## src/rtl/core/assert_macros.svh

```systemverilog
// Assertion helpers shared by the RTL; compiled out when SYNTH is defined.
`ifndef ASSERT_MACROS_SVH
`define ASSERT_MACROS_SVH
`ifndef SYNTH
// Clocked property, disabled while reset is asserted (active low).
`define ASSERT_RST(lbl, clk, rst_n, prop) \
    lbl: assert property (@(posedge clk) disable iff (!rst_n) (prop)) \
        else $error("assertion failed");
// Clocked property, checked during reset as well.
`define ASSERT_ALWAYS(lbl, clk, prop) \
    lbl: assert property (@(posedge clk) (prop)) else $error("assertion failed");
`else
`define ASSERT_RST(lbl, clk, rst_n, prop)
`define ASSERT_ALWAYS(lbl, clk, prop)
`endif
`endif

```

## src/rtl/core/crcv_pkg.sv

```systemverilog
`timescale 1ns / 1ps
package crcv_pkg;

    localparam int TYPE_COUNT  = 5;
    localparam int MAX_PAYLOAD = 1024;

    localparam int CMD_W    = 2;
    localparam int TYPE_W   = 3;
    localparam int LEN_W    = 11;
    localparam int BYTE_W   = 8;
    localparam int STATUS_W = 2;
    localparam int MASK_W   = 5;
    localparam int CRC_W    = 16;

    localparam logic [CRC_W-1:0] CRC_INIT = 16'hFFFF;
    localparam logic [CRC_W-1:0] CRC_POLY = 16'hA001;

    localparam logic [MASK_W-1:0] FULL_MASK = MASK_W'((1 << TYPE_COUNT) - 1);
    localparam logic [LEN_W-1:0]  MAX_LEN   = LEN_W'(MAX_PAYLOAD);

    localparam logic [CMD_W-1:0] CMD_CLEAR = 2'd0;
    localparam logic [CMD_W-1:0] CMD_BYTE  = 2'd1;
    localparam logic [CMD_W-1:0] CMD_ABORT = 2'd2;

    localparam logic [STATUS_W-1:0] ST_OK     = 2'd0;
    localparam logic [STATUS_W-1:0] ST_EEPROM = 2'd1;
    localparam logic [STATUS_W-1:0] ST_HEADER = 2'd2;
    localparam logic [STATUS_W-1:0] ST_CRC    = 2'd3;

    typedef struct packed {
        logic              all_valid;
        logic [MASK_W-1:0] valid_mask;
        logic [TYPE_W-1:0] done_type;
        logic [STATUS_W-1:0] status;
    } t_result;

endpackage

```

## src/rtl/core/crcv_crc_byte.sv

```systemverilog
`timescale 1ns / 1ps
module crcv_crc_byte
    import crcv_pkg::*;
(
    input  logic [CRC_W-1:0]  i_crc,
    input  logic [BYTE_W-1:0] i_byte,
    output logic [CRC_W-1:0]  o_crc
);

    // Reflected CRC-16, one bit per step, LSB first.
    always_comb begin
        logic [CRC_W-1:0] c;
        c = i_crc ^ {{(CRC_W-BYTE_W){1'b0}}, i_byte};
        for (int i = 0; i < BYTE_W; i++) begin
            if (c[0]) begin
                c = (c >> 1) ^ CRC_POLY;
            end else begin
                c = c >> 1;
            end
        end
        o_crc = c;
    end

endmodule

```

## src/rtl/core/crcv_core.sv

```systemverilog
`timescale 1ns / 1ps
`include "assert_macros.svh"
module crcv_core
    import crcv_pkg::*;
(
    input  logic              i_clk,
    input  logic              i_rst_n,
    input  logic              i_cfg_we,
    input  logic [CRC_W-1:0]  i_cfg_data,
    input  logic              i_beat,
    input  logic [CMD_W-1:0]  i_cmd,
    input  logic [TYPE_W-1:0] i_record_type,
    input  logic [LEN_W-1:0]  i_payload_length,
    input  logic [BYTE_W-1:0] i_data_byte,
    output logic              o_res_valid,
    output t_result           o_res
);

    logic [CRC_W-1:0]  r_header_base;
    logic [LEN_W-1:0]  r_pos, n_pos;
    logic [CRC_W-1:0]  r_crc, n_crc;
    logic [BYTE_W-1:0] r_low, n_low;
    logic [TYPE_W-1:0] r_type, n_type;
    logic [LEN_W-1:0]  r_len, n_len;
    logic [MASK_W-1:0] r_mask, n_mask;

    logic [CRC_W-1:0]  crc_upd;
    logic [LEN_W-1:0]  len_end;
    logic [CRC_W-1:0]  word_in;
    logic [CRC_W-1:0]  hdr_expect;
    logic [STATUS_W-1:0] res_status;
    logic [TYPE_W-1:0] res_type;

    crcv_crc_byte u_crc (
        .i_crc  (r_crc),
        .i_byte (i_data_byte),
        .o_crc  (crc_upd)
    );

    assign len_end    = r_len + LEN_W'(2);
    assign word_in    = {i_data_byte, r_low};
    assign hdr_expect = r_header_base | {{(CRC_W-TYPE_W){1'b0}}, r_type};

    always_comb begin
        n_pos       = r_pos;
        n_crc       = r_crc;
        n_low       = r_low;
        n_type      = r_type;
        n_len       = r_len;
        n_mask      = r_mask;
        o_res_valid = 1'b0;
        res_status  = ST_OK;
        res_type    = r_type;
        if (i_beat) begin
            unique case (i_cmd)
                CMD_CLEAR: begin
                    n_mask = '0;
                end
                CMD_ABORT: begin
                    o_res_valid = 1'b1;
                    res_status  = ST_EEPROM;
                    res_type    = (r_pos == '0) ? i_record_type : r_type;
                    n_pos       = '0;
                    n_crc       = CRC_INIT;
                end
                CMD_BYTE: begin
                    if (r_pos == '0) begin
                        n_type = i_record_type;
                        n_len  = (i_payload_length > MAX_LEN) ? MAX_LEN : i_payload_length;
                        n_low  = i_data_byte;
                        n_pos  = LEN_W'(1);
                    end else if (r_pos == LEN_W'(1)) begin
                        if (word_in != hdr_expect) begin
                            o_res_valid = 1'b1;
                            res_status  = ST_HEADER;
                            n_pos       = '0;
                        end else begin
                            n_pos = LEN_W'(2);
                        end
                        n_crc = CRC_INIT;
                    end else if (r_pos < len_end) begin
                        n_crc = crc_upd;
                        n_pos = r_pos + LEN_W'(1);
                    end else if (r_pos == len_end) begin
                        n_low = i_data_byte;
                        n_pos = r_pos + LEN_W'(1);
                    end else begin
                        o_res_valid = 1'b1;
                        n_pos       = '0;
                        n_crc       = CRC_INIT;
                        if (word_in != r_crc) begin
                            res_status = ST_CRC;
                        end else begin
                            res_status = ST_OK;
                            if (r_type < TYPE_W'(TYPE_COUNT)) begin
                                n_mask = r_mask | (MASK_W'(1) << r_type);
                            end
                        end
                    end
                end
                default: begin
                end
            endcase
        end
    end

    always_comb begin
        o_res.status     = res_status;
        o_res.done_type  = res_type;
        o_res.valid_mask = n_mask;
        o_res.all_valid  = ((n_mask & FULL_MASK) == FULL_MASK);
    end

    always_ff @(posedge i_clk) begin
        if (!i_rst_n) begin
            r_header_base <= '0;
            r_pos         <= '0;
            r_crc         <= CRC_INIT;
            r_low         <= '0;
            r_type        <= '0;
            r_len         <= '0;
            r_mask        <= '0;
        end else begin
            if (i_cfg_we) begin
                r_header_base <= i_cfg_data;
            end
            r_pos  <= n_pos;
            r_crc  <= n_crc;
            r_low  <= n_low;
            r_type <= n_type;
            r_len  <= n_len;
            r_mask <= n_mask;
        end
    end

    // any finished or aborted record leaves the walker idle
    `ASSERT_RST(a_idle_after_result, i_clk, i_rst_n, o_res_valid |=> (r_pos == '0))
    // a clear beat never moves the record walker
    `ASSERT_RST(a_clear_keeps_pos, i_clk, i_rst_n,
        (i_beat && i_cmd == CMD_CLEAR) |=> $stable(r_pos))
    // the walker never runs past the trailing CRC byte
    `ASSERT_RST(a_pos_bound, i_clk, i_rst_n, r_pos <= (r_len + LEN_W'(3)))

endmodule

```

## src/rtl/core/crcv_out_fifo.sv

```systemverilog
`timescale 1ns / 1ps
`include "assert_macros.svh"
module crcv_out_fifo
    import crcv_pkg::*;
(
    input  logic    i_clk,
    input  logic    i_rst_n,
    input  logic    i_push,
    input  t_result i_data,
    output logic    o_room,
    output logic    o_valid,
    input  logic    i_ready,
    output t_result o_data
);

    t_result    r_slot [2];
    logic       r_wptr;
    logic       r_rptr;
    logic [1:0] r_count;
    logic       pop;

    assign pop     = o_valid && i_ready;
    assign o_valid = (r_count != 2'd0);
    assign o_room  = (r_count != 2'd2);
    assign o_data  = r_slot[r_rptr];

    always_ff @(posedge i_clk) begin
        if (i_push) begin
            r_slot[r_wptr] <= i_data;
        end
    end

    always_ff @(posedge i_clk) begin
        if (!i_rst_n) begin
            r_wptr  <= 1'b0;
            r_rptr  <= 1'b0;
            r_count <= 2'd0;
        end else begin
            if (i_push) begin
                r_wptr <= ~r_wptr;
            end
            if (pop) begin
                r_rptr <= ~r_rptr;
            end
            r_count <= r_count + {1'b0, i_push} - {1'b0, pop};
        end
    end

    `ASSERT_RST(a_no_overflow, i_clk, i_rst_n, i_push |-> o_room)
    `ASSERT_RST(a_count_bound, i_clk, i_rst_n, r_count != 2'd3)
    `ASSERT_RST(a_fill_to_full, i_clk, i_rst_n,
        (i_push && !pop && r_count == 2'd1) |=> (r_count == 2'd2 && !o_room))

endmodule

```

## src/rtl/core/crc16_record_validator.sv

```systemverilog
`timescale 1ns / 1ps
// Each result beat is registered into the result queue and offered on the m_axis side.
// Throughput: one input beat per cycle; a two-entry result queue keeps input flowing
// while the output is stalled, and s_axis_tready drops only when both entries are held.
// Reset (i_rst_n low, synchronous): walker idle, CRC 0xFFFF, mask and header_base zero,
// result queue empty.
module crc16_record_validator
    import crcv_pkg::*;
(
    input  logic        i_clk,
    input  logic        i_rst_n,
    input  logic        i_cfg_valid,
    output logic        o_cfg_ready,
    input  logic [15:0] i_cfg_data,     // header_base
    input  logic        s_axis_tvalid,
    output logic        s_axis_tready,
    input  logic [23:0] s_axis_tdata,   // record_type[2:0], payload_length[13:3], data_byte[21:14]
    input  logic [1:0]  s_axis_tuser,   // cmd
    output logic        m_axis_tvalid,
    input  logic        m_axis_tready,
    output logic [15:0] m_axis_tdata,   // done_type[2:0], valid_mask[7:3], all_valid[8]
    output logic [1:0]  m_axis_tuser    // status
);

    logic    beat;
    logic    res_valid;
    t_result res;
    t_result out_res;
    logic    room;

    assign o_cfg_ready   = 1'b1;
    assign s_axis_tready = room;
    assign beat          = s_axis_tvalid && room;

    crcv_core u_core (
        .i_clk            (i_clk),
        .i_rst_n          (i_rst_n),
        .i_cfg_we         (i_cfg_valid),
        .i_cfg_data       (i_cfg_data),
        .i_beat           (beat),
        .i_cmd            (s_axis_tuser),
        .i_record_type    (s_axis_tdata[2:0]),
        .i_payload_length (s_axis_tdata[13:3]),
        .i_data_byte      (s_axis_tdata[21:14]),
        .o_res_valid      (res_valid),
        .o_res            (res)
    );

    crcv_out_fifo u_out (
        .i_clk   (i_clk),
        .i_rst_n (i_rst_n),
        .i_push  (res_valid),
        .i_data  (res),
        .o_room  (room),
        .o_valid (m_axis_tvalid),
        .i_ready (m_axis_tready),
        .o_data  (out_res)
    );

    assign m_axis_tuser = out_res.status;
    assign m_axis_tdata = {7'd0, out_res.all_valid, out_res.valid_mask, out_res.done_type};

endmodule
```

## config.mk

```make
export PLATFORM = sky130hd
export DESIGN_NAME = crc16_record_validator
export DESIGN_NICKNAME = d
export VERILOG_FILES = /design/src/rtl/core/crcv_pkg.sv /design/src/rtl/core/crcv_crc_byte.sv /design/src/rtl/core/crcv_core.sv /design/src/rtl/core/crcv_out_fifo.sv /design/src/rtl/core/crc16_record_validator.sv
export VERILOG_INCLUDE_DIRS = /design/src /design/src/rtl/core
export SDC_FILE = /design/constraint.sdc
export NUM_CORES = 1
export LEC_CHECK = 0
export ABC_AREA = 1
export BUFFER_PORTS_ARGS = -buffer_cell sky130_fd_sc_hd__buf_2
export CAP_MARGIN = 10
export CORE_ASPECT_RATIO = 1.75
export CORE_MARGIN = 8
export CORE_UTILIZATION = 62
export CTS_BUF_LIST = sky130_fd_sc_hd__clkbuf_8
export CTS_CLUSTER_SIZE = 20
export DETAILED_ROUTE_END_ITERATION = 8
export HOLD_SLACK_MARGIN = 0.1
export PLACE_DENSITY = 0.92
export SYNTH_ARGS = -nofsm -noshare
export SYNTH_HDL_FRONTEND = slang
export SYNTH_SLANG_ARGS = --single-unit
```

## constraint.sdc

```tcl
create_clock -name i_clk -period 7.9 [get_ports i_clk]
set_input_delay 0.395 -clock i_clk [delete_from_list [all_inputs] [get_ports i_clk]]
set_output_delay 0.395 -clock i_clk [all_outputs]
set_load 0.01 [all_outputs]
```

==> summary.txt, run 1 <==
============================================================================
Length of the first detailed-routing pass in iterations                    7
Tightest Hold Check Type                                           in -> reg
Placeable core region                                              8560 um^2
Final net count                                                          811
Transition time at the pin with the least slew margin               0.559 ns
Die Y-Extent                                                          139 um
P_int                                                               0.828 mW
Power Dens Cells                                                 200 nW/um^2
Cell type with the largest total area after synthesis           sky130_fd_sc_hd__dfxtp_1
Post-synthesis async set-or-reset flop share                               0
Clock power share                                                      0.299
Critical path endpoint category                                    flip-flop
Count of flip-flops with a built-in enable after synthesis                22
Total CTS buffers                                                          9
Share of total power consumed by net switching                         0.302
Fin. Hold Viols                                                            0
GR met2 Demand/Resource                                                0.397
Post-synthesis sequential element count                                   97
Unique cell type count in the Yosys netlist                               43
Post-CTS setup buffers                                                     0
Total cell area at the placement stage                             5710 um^2
RSZ-0062 raised after global routing                                   false
Footprint of the flip-flops and latches                            2160 um^2
Clock tree root driver cell                                     sky130_fd_sc_hd__clkbuf_8
Peak supply drop                                                  0.000177 V
Final clock skew                                                  0.00880 ns
Most used flip-flop cell after synthesis                        sky130_fd_sc_hd__dfxtp_1
Endpoint, Worst Hold                                            u_core.r_header_base[14]
Die footprint                                                     12100 um^2
Met3 routing resource usage after global routing                      0.0472
Most Used Layer, Global Route                                           met2
Vias in the first global route                                          4940
Top cells by area, synth                                        sky130_fd_sc_hd__dfxtp_1, sky130_fd_sc_hd__edfxtp_1, sky130_fd_sc_hd__nand2_1
Layout cells sized above 1                                             0.150
Largest net degree at the start of global routing                         42
Vias per cell                                                           5.71
Worst-case register-to-register setup slack                          4.31 ns
Number of sinks driven by the clock tree                                  97
Min-Delay Path Depth                                                       3
Result of the run                                               finished clean
Initial Utilization                                                    0.631
Total negative slack                                                    0 ns
CTS H-tree lvls                                                            3
Die width                                                            86.6 um
Achievable frequency                                                 279 MHz
Beginning of the worst register-to-register path                u_core.r_len[3]
Antenna diodes                                                             0
Reg clk slew, reported paths                                         0.09 ns
Count of cells resized by post-cts repair                                  0
Filler Cells Inserted                                                    660
Capturing point of the worst reg2reg path                       u_core.r_crc[1]
Grt ovf                                                                    0
Startpoint of the most critical hold path                       i_cfg_data[14]
Cell area after layout                                             5930 um^2
TritonCTS clock tree                                                   built
Worst-skew pair later-pin latency                                    0.37 ns
Final Hold Slack                                                    0.243 ns
Share of the clock period used by the worst path after layout          0.454
CTS Hold Buffers Added                                                     0
GR Util All Layers                                                     0.222
Antenna violations before repair                                           0
Buffers from clock root to sink, at most                                   2
Overall power after layout                                           1.19 mW
Area grow syn2layout                                                   9.84%
Post-detailed-route wirelength per cell                              15.0 um
Residual antenna-violating net count after detailed routing                0
Count of cells along the worst register-to-register path                  15
Combinational power share                                              0.216
Max transition margin                                                  0.628
Final HPWL DP                                                        9.72 mm
Final Max Tran Viols                                                       0
Buffers on Ports                                                          57
Synthesis warning total                                                    0
Met1 demand-to-capacity share in global routing                        0.222
Io pins                                                                   68
Pre-CTS setup slack                                                  4.41 ns
Worst Setup Path Type                                             reg -> reg
Via Count                                                               4944
Largest fanout on the critical path                                       22
Total DRC errors in the routed layout                                      0
Top-area cell type share of the netlist area                           0.278
Max cap viols                                                              0
Register area share after synthesis                                    0.400
Crit path required time                                              8.13 ns
DRC marker count from the first detailed-route iteration                 373
Relative contribution of sequential cells to total power               0.484
Total detailed-routing wirelength                                    13.0 mm
Leakage component of the power                                       2.60 nW
Reported net switching power                                        0.357 mW
Critical Path Start Type                                           flip-flop
Syn_area_per_cell                                                  7.77 um^2
Post-layout min period                                               3.59 ns
Arrival time at the worst endpoint                                   3.82 ns
Crit path setup slack, layout                                        4.31 ns
Cell area after synthesis                                          5400 um^2
Number of instances in the synthesized netlist                           695
Global placer's final weighted congestion                              0.918
First-pass GRT wire length                                           21.7 mm
Area taken by multi-input logic gates                              2850 um^2
Site Rows                                                                 45
Final setup violation count                                                0
============================================================================
worst max-delay path by stage:
stage,startpoint,to,slack [ns],cells past startpoint
2_1_floorplan,u_core.r_len[3],u_out.r_slot[1][0],5.00,14
3_3_place_gp,u_core.r_len[3],u_core.r_crc[4],4.53,15
3_5_place_dp,u_core.r_len[3],u_core.r_crc[1],4.41,15
4_1_cts,u_core.r_len[3],u_core.r_crc[1],4.37,15
5_1_grt,u_core.r_len[1],u_core.r_crc[2],4.00,15
6_report,u_core.r_len[3],u_core.r_crc[1],4.31,15
power groups by stage:
stage	clock, mW	combinational (mW)	sequential, mW
finish	0.355	0.257	0.574
floorplan	0	0.196	0.570
detailed placement	0	0.252	0.584
global placement	0	0.241	0.582
CTS	0.357	0.256	0.573
global route	0.375	0.287	0.577
state kept, by name, indices dropped and copies added, names as in the netlist, named ones only:
name / cells
u_out.r_slot: 22
u_core.r_crc: 16
u_core.r_header_base: 16
u_core.r_len: 11
u_core.r_pos: 11
u_core.r_low: 8
u_core.r_mask: 5
u_core.r_type: 3
u_out.r_count: 2
u_out.r_rptr: 1
u_out.r_wptr: 1
area by class of cell:
| cell class | instances | share of cell area |
|---|---|---|
| inverter | 70 | 0.0447 |
| clock inverter | 6 | 0.0141 |
| tap | 117 | 0.0247 |
| multi-input combinational | 508 | 0.480 |
| clock buffer | 10 | 0.0232 |
| sequential | 97 | 0.364 |
| timing repair buffer | 58 | 0.0493 |
kinds of logic (layout without fill, tap and decap cells):
family,count (synthesis),after routing,synth area share
and+or+nand+nor,306,306,0.257
AOI/OAI and AO/OA,118,118,0.122
DFF,97,97,0.400
buffers and inverters,96,144,0.0771
xor gates and xnor gates,44,44,0.0713
adders and majority gates,20,20,0.0463
muxes,12,12,0.0250
other,2,8,0.00139
synthesized netlist by cell type (11+ instances only):
cell type / instances
sky130_fd_sc_hd__xor2_1: 19
sky130_fd_sc_hd__dfxtp_1: 75
sky130_fd_sc_hd__clkbuf_1: 11
sky130_fd_sc_hd__nor2_1: 77
sky130_fd_sc_hd__nand4_1: 16
sky130_fd_sc_hd__edfxtp_1: 22
sky130_fd_sc_hd__inv_1: 63
sky130_fd_sc_hd__nand2_1: 137
sky130_fd_sc_hd__mux2_2: 12
sky130_fd_sc_hd__ha_1: 20
sky130_fd_sc_hd__o21ai_0: 48
sky130_fd_sc_hd__nand3_1: 38
sky130_fd_sc_hd__a21oi_1: 46
sky130_fd_sc_hd__xnor2_1: 25
metal layers:
layer  vias to the layer above  share of wire
met5                         -              0
met4                         0          0.052
met3                        57          0.053
met2                       214           0.52
met1                      2277           0.37
li1                       2396              -
critical path, cell delays in order (launching register included):
cell                       delay, ns
sky130_fd_sc_hd__dfxtp_1        0.40
sky130_fd_sc_hd__nand3_1        0.13
sky130_fd_sc_hd__nand3b_1       0.24
sky130_fd_sc_hd__nor3b_1        0.33
sky130_fd_sc_hd__nand3_1        0.14
sky130_fd_sc_hd__xor2_1         0.17
sky130_fd_sc_hd__ha_1           0.32
sky130_fd_sc_hd__nand3_1        0.16
sky130_fd_sc_hd__nor3_2         0.22
sky130_fd_sc_hd__nand2_1        0.09
sky130_fd_sc_hd__nand3_2        0.12
sky130_fd_sc_hd__nand3_1        0.13
sky130_fd_sc_hd__nand3_1        0.42
sky130_fd_sc_hd__inv_2          0.29
sky130_fd_sc_hd__o21ai_1        0.17
sky130_fd_sc_hd__o211ai_1       0.11
cells in the final DEF (no fill, tap or decap), drive strengths merged, types with 10 or more instances in the layout:
cell,instances
xnor2,25
inv,71
a21oi,47
edfxtp,22
nand4,17
xor2,19
clkbuf,10
o21ai,51
nor2,82
ha,20
mux2,12
nand2,141
nand3,40
buf,58
dfxtp,75
per-stage QoR:
stage                     utilization  cells
after floorplan                     -    701
after global placement          0.667    850
after detailed placement        0.667    850
after CTS                       0.693    866
after global routing            0.693    866
final                           0.693    866
Power figures use the tool's default switching activity.
==> run 2: changes to the inputs <==
CORE_UTILIZATION = 60   (was 62)
PLACE_DENSITY = 0.89   (was 0.92)
clock period = 3.7 ns   (was 7.9 ns; I/O delays follow)
==> run 2 against run 1 <==
Compared with the run above: clock power increased by 91%; total power is 110% higher; register-to-register slack worse by 4.0 ns; worst hold slack worse by 0.11 ns; combinational power increased by 120%; sequential cell count is the same; via count grew 4.1%; sequential share of layout area fell by 1.5 points; global-route usage rose by 1.1 points; utilization about the same; die area rose by 2.8%; largest cell class unchanged; highest routed layer unchanged.
==> summary.txt, run 2 (synthesis gave the netlist of run 1 again) <==
========================================================================================
Result of the run                                                           finished clean
Worst-case register-to-register setup slack                                      0.28 ns
Cell Chain, Critical Path                                                   nand3_1, nand3b_1, nor3b_1, nand3_1, xor2_1, ha_1, nand3_1, nor3_2, nand2_1, nand3_2, nand4_1, nand3_1, nand2_1, inv_1
Peak supply drop                                                              0.000310 V
Transition time at the pin with the least slew margin                           0.587 ns
Capturing point of the worst reg2reg path                                   u_out.r_slot[0][4]
Placeable core region                                                          8920 um^2
Post-route met1 wirelength                                                       5.00 mm
Total CTS buffers                                                                      9
First-pass GRT wire length                                                       22.9 mm
Final HPWL DP                                                                    10.1 mm
Cell Count, Final, Fillers Out                                                       897
Top flop regs                                                               u_out.r_slot: 22 flops, u_core.r_crc: 16 flops, u_core.r_header_base: 16 flops
Fin. Hold Viols                                                                        0
RSZ-0062 raised after global routing                                               false
Cell with the largest stage delay on the worst path                         sky130_fd_sc_hd__dfxtp_1
Number of instances in the placed design                                             854
Power Dens Cells                                                             401 nW/um^2
Final setup violation count                                                            0
Footprint of the flip-flops and latches                                        2160 um^2
Via Count                                                                           5147
GR Util All Layers                                                                 0.233
Crit-path max cell delay                                                         0.40 ns
Io pins                                                                               68
Count of cells along the worst register-to-register path                              14
Total DRC errors in the routed layout                                                  0
Global placer's final weighted congestion                                          0.893
DRC marker count from the first detailed-route iteration                             338
Initial Utilization                                                                0.605
Termination of the worst setup path                                         u_out.r_slot[0][4]
Category of cells accounting for the largest share of critical-path delay   simple AND/OR/NAND/NOR gates
Max FFs per register                                                                  22
Worst Setup Path Type                                                         reg -> reg
Max transition margin                                                              0.609
Site Rows                                                                             46
Crit path setup slack, layout                                                   0.284 ns
Clock tree root driver cell                                                 sky130_fd_sc_hd__clkbuf_8
Area taken by multi-input logic gates                                          2850 um^2
Largest fanout on the critical path                                                   11
Uppermost metal layer occupied by signal nets                                       met4
CTS H-tree lvls                                                                        3
Metal2 WL                                                                        7.41 mm
Total negative slack                                                                0 ns
Die footprint                                                                 12400 um^2
Residual antenna-violating net count after detailed routing                            0
Critical Path Start Type                                                       flip-flop
Beginning of the worst register-to-register path                            u_core.r_len[3]
Overall power after layout                                                       2.48 mW
Final clock skew                                                               0.0119 ns
Most frequent cell on the critical path                                     sky130_fd_sc_hd__nand3_1
Crit path required time                                                          3.74 ns
Buffers from clock root to sink, at most                                               2
Final net count                                                                      839
Buffer and inverter count on the worst path                                            1
Cell area after layout                                                         6180 um^2
Final Max Tran Viols                                                                   0
Util after Layout                                                                  0.693
Layout cells sized above 1                                                         0.145
Tightest Hold Check Type                                                       in -> reg
Area grow syn2layout                                                               14.5%
Leading cell type in the layout, fill and taps excluded                     sky130_fd_sc_hd__nand2_1
Length of the first detailed-routing pass in iterations                                7
Register ranked first by flip-flop count                                    u_out.r_slot
Number of sinks driven by the clock tree                                              97
Achievable frequency                                                             293 MHz
Antenna violations before repair                                                       0
Die Y-Extent                                                                      142 um
Start point of the critical path                                            u_core.r_len[3]
Pre-CTS setup slack                                                             0.334 ns
Post-detailed-route wirelength per cell                                          15.8 um
Number of gates on the worst path with buffers counted                                14
Post-layout min period                                                           3.42 ns
Grt ovf                                                                                0
Total detailed-routing wirelength                                                14.2 mm
Final Hold Slack                                                                0.129 ns
Met3 layer wire length in the routed design                                       968 um
Arrival time at the worst endpoint                                               3.45 ns
Commonest cells after routing, fill and taps aside                          sky130_fd_sc_hd__nand2_1, sky130_fd_sc_hd__nor2_1, sky130_fd_sc_hd__dfxtp_1
Filler Cells Inserted                                                                682
Worst-skew pair later-pin latency                                                0.38 ns
Antenna diodes                                                                         0
Post-CTS setup buffers                                                                 0
Die width                                                                        87.7 um
Share of the clock period used by the worst path after layout                      0.923
Max cap viols                                                                          0
Reg clk slew, reported paths                                                     0.09 ns
Total cell area at the placement stage                                         5720 um^2
Critical path endpoint category                                                flip-flop
TritonCTS clock tree                                                               built
Startpoint of the most critical hold path                                   m_axis_tready
Vias in the first global route                                                      5106
Vias per cell                                                                       5.74
Leakage component of the power                                                   2.69 nW
Buffers on Ports                                                                      57
Largest net degree at the start of global routing                                     42
========================================================================================
==> run 2: repair_timing <==
action                                  4_1_cts  5_1_grt
hold buffers                                 27        0
gates resized for setup                       0        1
endpoints found under the hold margin        27        0
endpoints found under the setup margin        0       11
==> run 2: layout make-up <==
type,count,share of cell area
clock buffer,9,0.0200
tap,120,0.0243
sequential,97,0.350
inverter,70,0.0435
clock inverter,7,0.0101
multi-input combinational,508,0.460
timing repair buffer,86,0.0923
==> run 2: report_power, final <==
part / switching (mW) / internal, mW / leakage (nW) / total [mW]
Sequential: 0.0754 / 1.15 / 0.801 / 1.23
Clock: 0.370 / 0.307 / 0.0997 / 0.677
Combinational: 0.335 / 0.241 / 1.79 / 0.576
Total: 0.780 / 1.70 / 2.69 / 2.48
==> run 2: per-layer routing <==
| metal | GRT usage | up-vias |
|---|---|---|
| met1 | 0.223 | 2386 |
| li1 | - | 2447 |
| met5 | 0 | - |
| met2 | 0.414 | 237 |
| met4 | 0.162 | 0 |
| met3 | 0.0608 | 77 |
==> run 2: how the worst min path moves through the flow <==
stage / to / slack, ns / cells past startpoint
floorplan: u_core.r_header_base[15] / 0.32 / 2
global route: u_core.r_len[4] / 0.13 / 3
detailed placement: u_core.r_header_base[11] / 0.41 / 3
global placement: u_core.r_header_base[10] / 0.41 / 3
CTS: u_core.r_len[4] / 0.12 / 3
finish: u_out.r_rptr / 0.13 / 4
==> run 2: worst register-to-register path, stage by stage, from the launching register on <==
cell	delay [ns]
sky130_fd_sc_hd__dfxtp_1	0.40
sky130_fd_sc_hd__nand3_1	0.12
sky130_fd_sc_hd__nand3b_1	0.21
sky130_fd_sc_hd__nor3b_1	0.37
sky130_fd_sc_hd__nand3_1	0.14
sky130_fd_sc_hd__xor2_1	0.17
sky130_fd_sc_hd__ha_1	0.31
sky130_fd_sc_hd__nand3_1	0.17
sky130_fd_sc_hd__nor3_2	0.21
sky130_fd_sc_hd__nand2_1	0.09
sky130_fd_sc_hd__nand3_2	0.12
sky130_fd_sc_hd__nand4_1	0.14
sky130_fd_sc_hd__nand3_1	0.22
sky130_fd_sc_hd__nand2_1	0.08
sky130_fd_sc_hd__inv_1	0.32
